<file path="src/hw/rtl/matrix_chain_min_cost_assert.svh">
// ----------------------------------------------------------------------------
// Matrix chain cost assertion macros
// Shared helpers for concurrent checks; clocked on clk, disabled in rst.
// ----------------------------------------------------------------------------
`ifndef MATRIX_CHAIN_MIN_COST_ASSERT_SVH
`define MATRIX_CHAIN_MIN_COST_ASSERT_SVH

// same-cycle implication
`define MCM_ASSERT_IMP(label, ante, cons, msg) \
  label: assert property (@(posedge clk) disable iff (rst) (ante) |-> (cons)) \
    else $error(msg);

// next-cycle implication
`define MCM_ASSERT_NXT(label, ante, cons, msg) \
  label: assert property (@(posedge clk) disable iff (rst) (ante) |=> (cons)) \
    else $error(msg);

`endif

</file>
<file path="src/hw/rtl/mcm_pkg.sv">
// ----------------------------------------------------------------------------
// mcm_pkg
// Shared constants, result codes and datapath control type.
// ----------------------------------------------------------------------------
package mcm_pkg;

  localparam int unsigned MAX_MATRICES_DEF = 32;
  localparam int unsigned DIM_BITS_DEF     = 12;

  localparam int unsigned COST_W = 48;
  localparam int unsigned ERR_W  = 2;

  // saturation ceiling for every cost sum
  localparam logic [COST_W-1:0] COST_LIMIT = {COST_W{1'b1}};

  // result codes
  localparam logic [ERR_W-1:0] ERR_OK    = 2'd0;
  localparam logic [ERR_W-1:0] ERR_SHORT = 2'd1;
  localparam logic [ERR_W-1:0] ERR_LONG  = 2'd2;

  // per-cycle controls from the sequencer to the shared datapath
  typedef struct packed {
    logic clear_ovf;
    logic load_di;
    logic load_dj1;
    logic mul_first;
    logic mul_second;
    logic add_pair;
    logic add_prod;
    logic first_split;
    logic zero_left;
    logic zero_right;
  } alu_ctl_t;

endpackage

</file>
<file path="src/hw/rtl/mcm_dim_ram.sv">
// ----------------------------------------------------------------------------
// mcm_dim_ram
// Dimension store: one write port, one registered read port.
// ----------------------------------------------------------------------------
module mcm_dim_ram #(
  parameter int unsigned DEPTH = mcm_pkg::MAX_MATRICES_DEF + 1,
  parameter int unsigned WIDTH = mcm_pkg::DIM_BITS_DEF,
  parameter int unsigned AW    = $clog2(DEPTH)
) (
  input  logic             clk,
  input  logic             we,
  input  logic [AW-1:0]    waddr,
  input  logic [WIDTH-1:0] wdata,
  input  logic [AW-1:0]    raddr,
  output logic [WIDTH-1:0] rdata
);

  logic [WIDTH-1:0] mem [DEPTH];

  always_ff @(posedge clk) begin
    if (we) begin
      mem[waddr] <= wdata;
    end
    rdata <= mem[raddr];
  end

endmodule

</file>
<file path="config.mk">
export PLATFORM = sky130hd
export DESIGN_NAME = mcm_dim_ram
export DESIGN_NICKNAME = d
export VERILOG_FILES = /design/src/hw/rtl/matrix_chain_min_cost_assert.svh /design/src/hw/rtl/mcm_pkg.sv /design/src/hw/rtl/mcm_dim_ram.sv
export SDC_FILE = /design/constraint.sdc
export NUM_CORES = 1
export LEC_CHECK = 0
export ABC_AREA = 1
export BUFFER_PORTS_ARGS = -buffer_cell sky130_fd_sc_hd__buf_2
export CAP_MARGIN = 20
export CORE_ASPECT_RATIO = 2
export CORE_UTILIZATION = 55
export CTS_CLUSTER_DIAMETER = 100
export DETAILED_ROUTE_END_ITERATION = 10
export GPL_ROUTABILITY_DRIVEN = 0
export PLACE_DENSITY = 0.71
export SYNTH_ARGS = -nofsm -noshare
export SYNTH_HDL_FRONTEND = slang
export SYNTH_SLANG_ARGS = --single-unit
</file>
<file path="constraint.sdc">
create_clock -name clk -period 2 [get_ports clk]
set_input_delay 0.4 -clock clk [delete_from_list [all_inputs] [get_ports clk]]
set_output_delay 0.4 -clock clk [all_outputs]
set_load 0.1 [all_outputs]
</file>
[Word level (Yosys, flattened, before mapping)]
Memories as Yosys holds them, arrays and structs flattened. A register that Yosys moved wholly into a read port is not among the register bits.
Index checks and enable logic that the tools add are counted.
Storage, ports and cells
  flip-flop bits (word level): 0
  memory bits (writable): 396
  input port bits: 26
  output and inout bits: 12
  logic and storage cells: 3
  memories kept: 1
Cells by class
  mux-type cells: 2
Memories
  mem: depth 33, bits a word 12, read ports 1, clocked after memory_dff 1, write ports 1, line mcm_dim_ram.sv:18  | logic [WIDTH-1:0] mem [DEPTH];
Operators by type and width (number)
  1-bit two-way mux: 2

[Longest topological paths before layout]
  depth in word-level cells: 2
  depth in mapped cells: 11
  mapped depth without buffers: 9

[Worst setup path after synthesis]
OpenSTA, ideal clock, no wires.
  path kind: input port to flip-flop
  start: input port waddr[4]
  end: memory mem[24][0] (netlist bit) (enable)
  library setup time: 0.380 ns
  data arrival time: 1.309 ns
  required time: 1.620 ns
  setup slack: 0.310 ns
  stages: 4
  path buffers: 0
  cell sequence: inv_1 nor2_1 nand3_1 nor2_1
RTL lines
  from (decl): line mcm_dim_ram.sv:12  | input logic [AW-1:0] waddr,
  to (decl): line mcm_dim_ram.sv:18
No word-level cell before the write port.

[Worst setup path in the final report]
  start: register rdata[7] (read register of mem)
  end: output port rdata[7]
RTL lines
  from (decl): line mcm_dim_ram.sv:15  | output logic [WIDTH-1:0] rdata
No word-level cell between the ends.

==> reports/metrics.cfg <==
[clocking]
cts-buffers-inserted = 35
cts_tree = yes
clkSinkCount = 408
cts_resized = 0
htreeDepth = 2
cts_hold_buf = 0
cts_root_buf = clkbuf_16
clock_latency_ns = 0.53
postCtsSetupBuffers = 0
path_clk_slew_ns = 0.07
clk_path_buf_depth = 3

[floorplanning]
die_area_um2 = 30300
die-height_um = 245
fp-row-count = 88
io_pins = 38
design.core.area_um2 = 29000
start_util = 0.562
die_x_um = 124

[worst_setup_path]
crit_start = rdata[7]$_DFF_P_
crit_chain = buf_2
cp-endpoint = rdata[7]
worstSetupPathType = flip-flop to output port
cp_max_fo = 1
critPathSlowestCell = buf_2
worstSetupPathDepth = 1
required_ns = 1.60
cp.arrival_ns = 1.41
rrSetupSlack_ns = 0.56
reg2reg_from = mem[3][6]$_DFFE_PP_
r2r-end = rdata[6]$_DFF_P_
cp-end-kind = output port
reg2regPathDepth = 8
start_kind = flip-flop
cp_top_family = buffers and inverters
critPathBufInv = 1
max_stage_delay_ns = 0.47

[sta]
tns_ns = 0
fmax_ghz = 0.554
setup_viol = 0
worst_pin_slew_ns = 0.771
slew_headroom = 0.486
hold_viol = 0
fin_crit_ns = 1.81
maxSlewViolCount = 0
clock_skew_ns = 0.0112
rsz0062_at_grt = false
finalCritPeriodShare = 0.903

[detailed_routing]
vias = 10800
firstDrtPassIters = 8
drcViolationCount = 0
ant_nets = 0
via_per_inst = 5.92
drt-initial-drc-count = 1042
wl_per_cell_um = 23.0
drt_wl_total_mm = 41.9

[finish]
fin_util = 0.632
seqCellArea_um2 = 12100
num-fill-cells = 2193
layout_commonest_cell = nand2_1
drive_gt1_frac = 0.104
multi_input_area_um2 = 3710
area_growth_pct = 12.4
nets = 1463
final_cell_mix = nand2_1, edfxtp_1, nand3_1

[synthesis]
syn_area_um2 = 16300
ys_seq_elements = 408
avgSynthCellArea_um2 = 11.8
syn-num-nets = 1404
yosysUniqueCellTypes = 11
synth-warning-count = 0
seq_area_frac_synth = 0.745
syn_inst = 1378

[pwr]
irDropWorstVdd_uv = 727
finalPower_w = 0.0174
power.density_nw_per_um2 = 953
p_leak_nw = 6.75

[flow_run]
cap_violations = 0

[place]
portBuffers = 37
dp_hpwl_mm = 25.4

[status]
status = finished, final reports clean

[global_route]
grt_use_total = 0.292
grt.overflow.total = 0
grt_max_degree = 79
grt_pass1_wl_mm = 63.1
antenna_found_initial = 3
grt_pass1_vias = 10500

[worst_hold_path]
hp-class = input pin to flip-flop

## synth_stat cells, drive strengths merged
master,count,share of area
clkbuf,16,0.0037
nand3,335,0.10
dfxtp,12,0.015
edfxtp,396,0.73
nand2,506,0.12
buf,66,0.021
nor2,36,0.0083
inv,11,0.0025
## routing by layer
layer	vias to the layer above	wire [um]	GRT usage	share of wire
met5	-	27	0	0.00064
met4	4	2690	0.179	0.064
met3	138	2750	0.0329	0.066
met2	534	22100	0.501	0.53
met1	5194	14300	0.344	0.34
li1	4937	-	-	-
## through the flow
stage | hold slack, ns | cells | setup WS (ns) | area [um2]
3_3_place_gp | 0.428 | 1760 | 0.0904 | 17200
2_1_floorplan | 0.414 | 1378 | 0.310 | 16300
4_1_cts | 0.241 | 1823 | 0.204 | 18300
5_1_grt | 0.281 | 1824 | 0.211 | 18300
6_report | 0.254 | 1825 | 0.194 | 18300
3_5_place_dp | 0.433 | 1760 | 0.0905 | 17200
## sequential cells by signal, summed over array words and instances (netlist names)
signal and cells:
mem 396, rdata 12
## worst min path at each step
stage / cells after the start / slack (ns) / endpoint / from
finish: 3 / 0.25 / rdata[2]$_DFF_P_ / raddr[5]
floorplan: 2 / 0.41 / rdata[10]$_DFF_P_ / mem[32][10]$_DFFE_PP_
global route: 3 / 0.28 / rdata[6]$_DFF_P_ / raddr[5]
CTS: 3 / 0.24 / rdata[2]$_DFF_P_ / raddr[5]
global placement: 2 / 0.43 / rdata[6]$_DFF_P_ / mem[32][6]$_DFFE_PP_
detailed placement: 2 / 0.43 / rdata[2]$_DFF_P_ / mem[32][2]$_DFFE_PP_
## cell families (layout without fill, tap and decap cells)
group,after synthesis,count (layout),synth area share
buffers and inverters,93,178,0.0273
flip-flops,408,408,0.745
other,0,2,0
AND/OR/NAND/NOR,877,877,0.228
## area by class of cell
cell class                 instances  area share
clock buffer                      48      0.0528
sequential                       408       0.663
multi-input combinational        877       0.203
clock inverter                    15     0.00800
inverter                          11     0.00253
timing repair buffer             104      0.0463
tap                              360      0.0246
antenna                            2    0.000273
## power by group
part	total [W]	switching, W	internal, W	leakage, nW
clock network	0.00671	0.00292	0.00379	0.544
logic	0.00127	0.000960	0.000308	2.54
registers	0.00947	0.0000284	0.00944	3.66
Note: power is estimated with default switching activity, not from simulation.
