===== src/hw/rtl/matrix_chain_min_cost_assert.svh =====
// ----------------------------------------------------------------------------
// Matrix chain cost assertion macros
// Shared helpers for concurrent checks; clocked on clk, disabled in rst.
// ----------------------------------------------------------------------------
`ifndef MATRIX_CHAIN_MIN_COST_ASSERT_SVH
`define MATRIX_CHAIN_MIN_COST_ASSERT_SVH

// same-cycle implication
`define MCM_ASSERT_IMP(label, ante, cons, msg) \
  label: assert property (@(posedge clk) disable iff (rst) (ante) |-> (cons)) \
    else $error(msg);

// next-cycle implication
`define MCM_ASSERT_NXT(label, ante, cons, msg) \
  label: assert property (@(posedge clk) disable iff (rst) (ante) |=> (cons)) \
    else $error(msg);

`endif


===== src/hw/rtl/mcm_pkg.sv =====
// ----------------------------------------------------------------------------
// mcm_pkg
// Shared constants, result codes and datapath control type.
// ----------------------------------------------------------------------------
package mcm_pkg;

  localparam int unsigned MAX_MATRICES_DEF = 32;
  localparam int unsigned DIM_BITS_DEF     = 12;

  localparam int unsigned COST_W = 48;
  localparam int unsigned ERR_W  = 2;

  // saturation ceiling for every cost sum
  localparam logic [COST_W-1:0] COST_LIMIT = {COST_W{1'b1}};

  // result codes
  localparam logic [ERR_W-1:0] ERR_OK    = 2'd0;
  localparam logic [ERR_W-1:0] ERR_SHORT = 2'd1;
  localparam logic [ERR_W-1:0] ERR_LONG  = 2'd2;

  // per-cycle controls from the sequencer to the shared datapath
  typedef struct packed {
    logic clear_ovf;
    logic load_di;
    logic load_dj1;
    logic mul_first;
    logic mul_second;
    logic add_pair;
    logic add_prod;
    logic first_split;
    logic zero_left;
    logic zero_right;
  } alu_ctl_t;

endpackage


===== src/hw/rtl/mcm_alu.sv =====
// ----------------------------------------------------------------------------
// mcm_alu
// Shared datapath: one multiplier and one saturating adder/compare, reused
// for every split point under sequencer control.
// ----------------------------------------------------------------------------
module mcm_alu #(
  parameter int unsigned DIM_BITS = mcm_pkg::DIM_BITS_DEF
) (
  input  logic                       clk,
  input  logic                       rst,
  input  mcm_pkg::alu_ctl_t          ctl,
  input  logic [DIM_BITS-1:0]        dim_rd,
  input  logic [mcm_pkg::COST_W-1:0] left,
  input  logic [mcm_pkg::COST_W-1:0] right,
  output logic [mcm_pkg::COST_W-1:0] best,
  output logic                       ovf
);

  localparam int unsigned PW = 2 * DIM_BITS;
  localparam int unsigned MW = 3 * DIM_BITS;
  localparam int unsigned CW = mcm_pkg::COST_W;

  logic [DIM_BITS-1:0] di;
  logic [DIM_BITS-1:0] dj1;
  logic [PW-1:0]       p1;
  logic [CW-1:0]       prod;
  logic [CW-1:0]       s;

  logic [PW-1:0]       mul_a;
  logic [DIM_BITS-1:0] mul_b;
  logic [MW-1:0]       mul_y;
  logic [CW-1:0]       add_a;
  logic [CW-1:0]       add_b;
  logic [CW:0]         add_y;
  logic                add_sat;
  logic [CW-1:0]       add_q;

  // multiplier: d[i]*d[k+1] first, then that product times d[j+1]
  assign mul_a = ctl.mul_second ? p1 : PW'(di);
  assign mul_b = ctl.mul_second ? dj1 : dim_rd;
  assign mul_y = MW'(mul_a) * MW'(mul_b);

  // adder: left+right first, then partial sum plus the product
  always_comb begin
    if (ctl.add_prod) begin
      add_a = s;
      add_b = prod;
    end else begin
      add_a = ctl.zero_left  ? '0 : left;
      add_b = ctl.zero_right ? '0 : right;
    end
  end

  assign add_y   = {1'b0, add_a} + {1'b0, add_b};
  assign add_sat = add_y >= {1'b0, mcm_pkg::COST_LIMIT};
  assign add_q   = add_sat ? mcm_pkg::COST_LIMIT : add_y[CW-1:0];

  // operand and result registers
  always_ff @(posedge clk) begin
    if (ctl.load_di) begin
      di <= dim_rd;
    end
    if (ctl.load_dj1) begin
      dj1 <= dim_rd;
    end
    if (ctl.mul_first) begin
      p1 <= mul_y[PW-1:0];
    end
    if (ctl.mul_second) begin
      prod <= CW'(mul_y);
    end
    if (ctl.add_pair) begin
      s <= add_q;
    end
    // earliest split wins a tie
    if (ctl.add_prod && (ctl.first_split || add_q < best)) begin
      best <= add_q;
    end
  end

  // saturation seen anywhere in the current chain
  always_ff @(posedge clk) begin
    if (rst) begin
      ovf <= 1'b0;
    end else if (ctl.clear_ovf) begin
      ovf <= 1'b0;
    end else if ((ctl.add_pair || ctl.add_prod) && add_sat) begin
      ovf <= 1'b1;
    end
  end

endmodule

===== config.mk =====
export PLATFORM = sky130hd
export DESIGN_NAME = mcm_alu
export DESIGN_NICKNAME = d
export VERILOG_FILES = /design/src/hw/rtl/matrix_chain_min_cost_assert.svh /design/src/hw/rtl/mcm_pkg.sv /design/src/hw/rtl/mcm_alu.sv
export SDC_FILE = /design/constraint.sdc
export NUM_CORES = 1
export LEC_CHECK = 0
export BUFFER_PORTS_ARGS = -buffer_cell sky130_fd_sc_hd__clkbuf_2
export CAP_MARGIN = 20
export CORE_ASPECT_RATIO = 1.25
export CORE_UTILIZATION = 35
export DETAILED_ROUTE_END_ITERATION = 8
export GPL_TIMING_DRIVEN = 0
export PLACE_DENSITY = 0.53
export SETUP_SLACK_MARGIN = 0.1
export SYNTH_ARGS = -nofsm -noshare
export SYNTH_HDL_FRONTEND = slang
export SYNTH_SLANG_ARGS = --single-unit

===== constraint.sdc =====
create_clock -name clk -period 10.9 [get_ports clk]
set_input_delay 2.725 -clock clk [delete_from_list [all_inputs] [get_ports clk]]
set_output_delay 2.725 -clock clk [all_outputs]
set_load 0.005 [all_outputs]

After elaboration in Yosys (flattened, before gate mapping)
Index checks and enable logic that the tools add are counted.

storage, ports and cells
  flip-flop bits (word level) = 181
  latch bits = 0
  memory bits (writable) = 0
  memory bits (read-only) = 0
  input bits = 120
  output and inout bits = 49
  memories = 0

cells by class
  add/sub/neg operators = 1
  multipliers = 1
  divide/modulo/power cells = 0
  order comparisons = 2
  equal/unequal tests = 0
  shift operators = 0
  muxes and demuxes = 7
  bitwise operators = 0
  reduce and logical (&&, ||, !) cells = 5

operators by type and width
  cell                                                                      count
  48-bit two-way mux                                                        5
  48-bit by 48-bit adder with 49-bit output                                 1
  49-bit by 48-bit >= comparator with 1-bit output (second input constant)  1
  48-bit < comparator                                                       1
  24-bit by 12-bit multiplier with 36-bit output                            1
  24-bit two-way mux                                                        1
  12-bit two-way mux                                                        1
  1-bit logical AND                                                         2
  1-bit logical OR                                                          2
  2-bit OR reduction                                                        1

Longest topological paths before layout
  word-level depth = 8
  gate-level depth with buffers = 33
  depth with buffers taken out = 27

Worst setup path after synthesis
Ideal clock, no wire load.

  kind = input-to-reg
  from = in ctl[3] in the netlist's numbering
  to = reg best[0] in the netlist's numbering, enable pin
  setup time = 470 ps
  data arrival time = 10364 ps
  data required time = 10430 ps
  slack = 66 ps
  stages = 32
  cells stage by stage = clkbuf_1 nor2_1 clkbuf_1 buf_1 a22o_1 ha_1 fa_1 a21o_1 a221oi_2 o211a_4 nor2_1 o211a_1 o21ai_1 a21oi_1 o21a_1 o21ai_2 and2b_1 buf_4 buf_4 nand2_1 ha_1 a21o_1 a21o_1 a21o_1 a21o_1 a21o_1 a21o_1 a21oi_1 nor3_1 a211oi_1 o21ai_0 a21oi_1

between the ends
  cells in the longest elaborated chain, start to end = 7
  elaborated cells between the ends (all ways) = 8
  those cells by class = 1 x add/sub; 2 x order compare; 3 x mux; 2 x reduce/logical

ends and longest elaborated chain
  what                                              RTL line       text
  from (decl)                                       mcm_alu.sv:11  input mcm_pkg::alu_ctl_t ctl,
  48-bit two-way mux                                mcm_alu.sv:45  if (ctl.add_prod) begin
  48-bit by 48-bit adder with 49-bit output *       mcm_alu.sv:54  assign add_y = {1'b0, add_a} + {1'b0, add_b};
  49-bit by 48-bit >= comparator with 1-bit output  mcm_alu.sv:55  assign add_sat = add_y >= {1'b0, mcm_pkg::COST_LIMIT};
  48-bit two-way mux *                              mcm_alu.sv:56  assign add_q = add_sat ? mcm_pkg::COST_LIMIT : add_y[CW-1:0];
  via add_q[16]                                     mcm_alu.sv:36  logic [CW-1:0] add_q;
  48-bit < comparator *                             mcm_alu.sv:76  if (ctl.add_prod && (ctl.first_split || add_q < best)) begin
  1-bit logical OR *                                mcm_alu.sv:76
  1-bit logical AND *                               mcm_alu.sv:76
  to (signal assigned)                              mcm_alu.sv:77  best <= add_q;
  to (decl)                                         mcm_alu.sv:15  output logic [mcm_pkg::COST_W-1:0] best,

The timed path passes the listed nets; every way through them passes the cells marked *.
A chain may end at the register's enable or synchronous reset.

Final worst setup path
  from = in ctl[3] in the netlist's numbering
  to = reg best[25] in the netlist's numbering, enable pin

Same word-level chain as after synthesis.

==> flow_metrics.py <==
metrics = {
    "run_status": {
        "status": "complete, no violations",
    },
    "final_layout": {
        "drive_gt1_frac": 0.119,
        "design_area_um2": 22400,
        "final_common_cell": "nand2_1",
        "area_delta_synth_final_pct": 12.2,
        "diodes": 0,
        "finalNetCount": 2739,
        "utilization": 0.399,
        "final_cells": 2984,
        "final_cell_mix": "nand2_1 (274), inv_1 (265), fa_1 (221), edfxtp_1 (180), clkbuf_2 (175)",
    },
    "timing": {
        "period_minus_slack_ns": 10.55,
        "hold_violations": 0,
        "worst_pin_slew_ns": 1.03,
        "fin_crit_sh": 0.968,
        "skew_ns": 0.0183,
        "max_freq_ghz": 0.0948,
        "worst_slack_ns": 0.350,
        "rsz0062_at_grt": "yes",
        "final_max_slew_viol_count": 0,
        "maxSlewHeadroom": 0.316,
        "setup_viol": 0,
    },
    "die": {
        "initial_core_util": 0.356,
        "die_w_um": 216,
        "ios": 169,
        "rows": 97,
        "die-area_um2": 58100,
        "design.core.area_um2": 56200,
        "die_h_um": 269,
    },
    "global_routing": {
        "grt_start_max_net_pins": 50,
        "gr-usage-all-layers": 0.232,
        "grt_pass1_wl_mm": 101,
        "grt_pass1_vias": 17100,
        "grt-ovfl-total": 0,
        "grt_antenna_before_repair": 3,
    },
    "synthesis": {
        "syn_area_um2": 20000,
        "yosys-top-cells-area": "edfxtp_1 (27%), fa_1 (22%), ha_1 (11%), nand2_1 (5.1%), inv_1 (5.0%)",
        "yosysUniqueCellTypes": 78,
        "ys_warn_count": 0,
        "synth_area_leader_cell": "edfxtp_1",
        "ys.flop_type": "edfxtp_1",
        "syn_inst": 2040,
        "synth_edf_count": 180,
        "synth-async-reset-ratio": 0,
        "synth_seq_area_share": 0.271,
        "synth_top_area_frac": 0.270,
        "synth_area_per_cell_um2": 9.80,
        "ys_ff_latch": 181,
        "synth_fp_nets": 2550,
    },
    "cts": {
        "cts-hold-fix-buffers": 0,
        "htree_num_levels": 4,
        "clockRootBuffer": "clkbuf_16",
        "numCtsBuffers": 17,
        "clock_sinks": 181,
        "clk_path_buf_depth": 2,
        "clkTransAtPathRegs_ns": 0.07,
        "tritoncts": "built",
        "clk_latency_ns": 0.48,
    },
    "worst_setup_path": {
        "path_class": "input port to flip-flop",
        "cp_slowest_stage_delay_ns": 0.47,
        "worstSetupEndpointType": "flip-flop",
        "crit_slowest_cell": "clkdlybuf4s15_2",
        "cp-start-kind": "input port",
        "crit_top_cell": "a21o_1",
        "worst_ep_required_time_ns": 11.08,
        "cp_max_fo": 21,
        "crit_arrival_ns": 10.73,
    },
    "route": {
        "postRouteAntennaNets": 0,
        "vias": 16000,
        "routed_wl_mm": 66.9,
        "firstDrtPassIters": 6,
        "drc": 0,
        "drt-initial-drc-count": 1006,
        "viasPerCell": 5.35,
        "wl_per_cell_um": 22.4,
    },
    "placement": {
        "dpl.cell_count": 2951,
        "io_buffers": 167,
        "hpwl_mm": 55.7,
        "gp_congestion": 0.924,
        "place_ws_ns": -1.26,
        "placedInstanceArea_um2": 21800,
    },
    "hold_path": {
        "hold_path.class": "flip-flop to flip-flop",
    },
    "run": {
        "drv_cap": 0,
    },
}
[through the flow]
stage                     TNS (ns)  hold slack [ns]
after global routing             0            0.505
after floorplan                  0            0.460
after global placement     -138.12            0.462
after detailed placement    -56.35            0.466
final                            0            0.478
after CTS                        0            0.478
[routing by layer]
layer,part of all wire,routed length (um),GRT usage,up-vias
met2,0.53,35500,0.433,463
met5,0.00030,20,0,-
met1,0.40,26700,0.271,8020
met4,0.030,2010,0.0786,4
li1,-,-,-,7370
met3,0.039,2640,0.0259,97
[final cells by class]
cell class	count	area, um2
fillers	5589	33800
multi-input cells	1501	13200
flip-flops and latches	181	5430
inverters	266	998
well taps	742	928
repair buffers	170	902
clock buffers	17	425
plain buffers	92	407
clock inverters	15	138
[worst paths after layout]
path | startpoint | end | slack [ns] | depth (start not counted)
max | ctl[3] | best[25]$_DFFE_PP_ | 0.35 | 34
max reg2reg | dj1[10]$_DFFE_PP_ | prod[34]$_DFFE_PP_ | 2.80 | 25
min reg2reg | ovf$_SDFFE_PP0P_ | ovf$_SDFFE_PP0P_ | 0.48 | 2
min | ovf$_SDFFE_PP0P_ | ovf$_SDFFE_PP0P_ | 0.48 | 2
[worst max-delay path, delay by kind of cell]
family          cells  cell delay (ns)
fa+ha+maj           2             0.49
simple gates        5             0.79
compound gates     19             4.47
buf+inv             8             2.15
[cells in the mapped netlist, drive strengths merged (4+ instances only)]
| cell type | n |
|---|---|
| o21bai | 10 |
| o2111ai | 5 |
| nand2b | 25 |
| ha | 169 |
| a21bo | 4 |
| a31o | 5 |
| fa | 221 |
| edfxtp | 180 |
| o21a | 16 |
| xor2 | 26 |
| or3 | 9 |
| nand2 | 274 |
| and2 | 39 |
| or2 | 5 |
| nor2 | 89 |
| o22ai | 4 |
| nand3b | 4 |
| nor2b | 15 |
| nor4 | 9 |
| o211a | 5 |
| and3 | 56 |
| mux2 | 13 |
| inv | 265 |
| a211oi | 6 |
| a21oi | 88 |
| xnor2 | 37 |
| o31ai | 6 |
| nand4 | 24 |
| clkbuf | 69 |
| a21boi | 5 |
| mux2i | 20 |
| nand3 | 31 |
| nor3 | 25 |
| buf | 23 |
| a21o | 52 |
| o211ai | 11 |
| o21ai | 61 |
| a22o | 83 |
| a31oi | 14 |
[registers in the layout, summed over array words and instances, names as in the netlist]
| signal | flops |
|---|---|
| dj1 | 12 |
| best | 48 |
| di | 12 |
| ovf | 1 |
| prod | 36 |
| p1 | 24 |
| s | 48 |
[logic make-up after synthesis]
logic type      count (synthesis)  synth area share
fa+ha+maj                     390             0.327
simple gates                  619             0.147
compound gates                396             0.141
flops                         181             0.271
buf+inv                       358            0.0688
mux                            33            0.0173
xor+xnor                       63            0.0276
[timing repair]
| item | in CTS | in global routing |
|---|---|---|
| setup buffers | 0 | 1 |
| endpoints found under the setup margin | 51 | 43 |
| cloned | 0 | 0 |
| pin swaps | 1 | 0 |
| resized for setup | 14 | 6 |
| endpoints found under the hold margin | 0 | 0 |
Power is not shown: default switching activity piles up to over one toggle a cycle in this logic, so the estimate is an artifact.
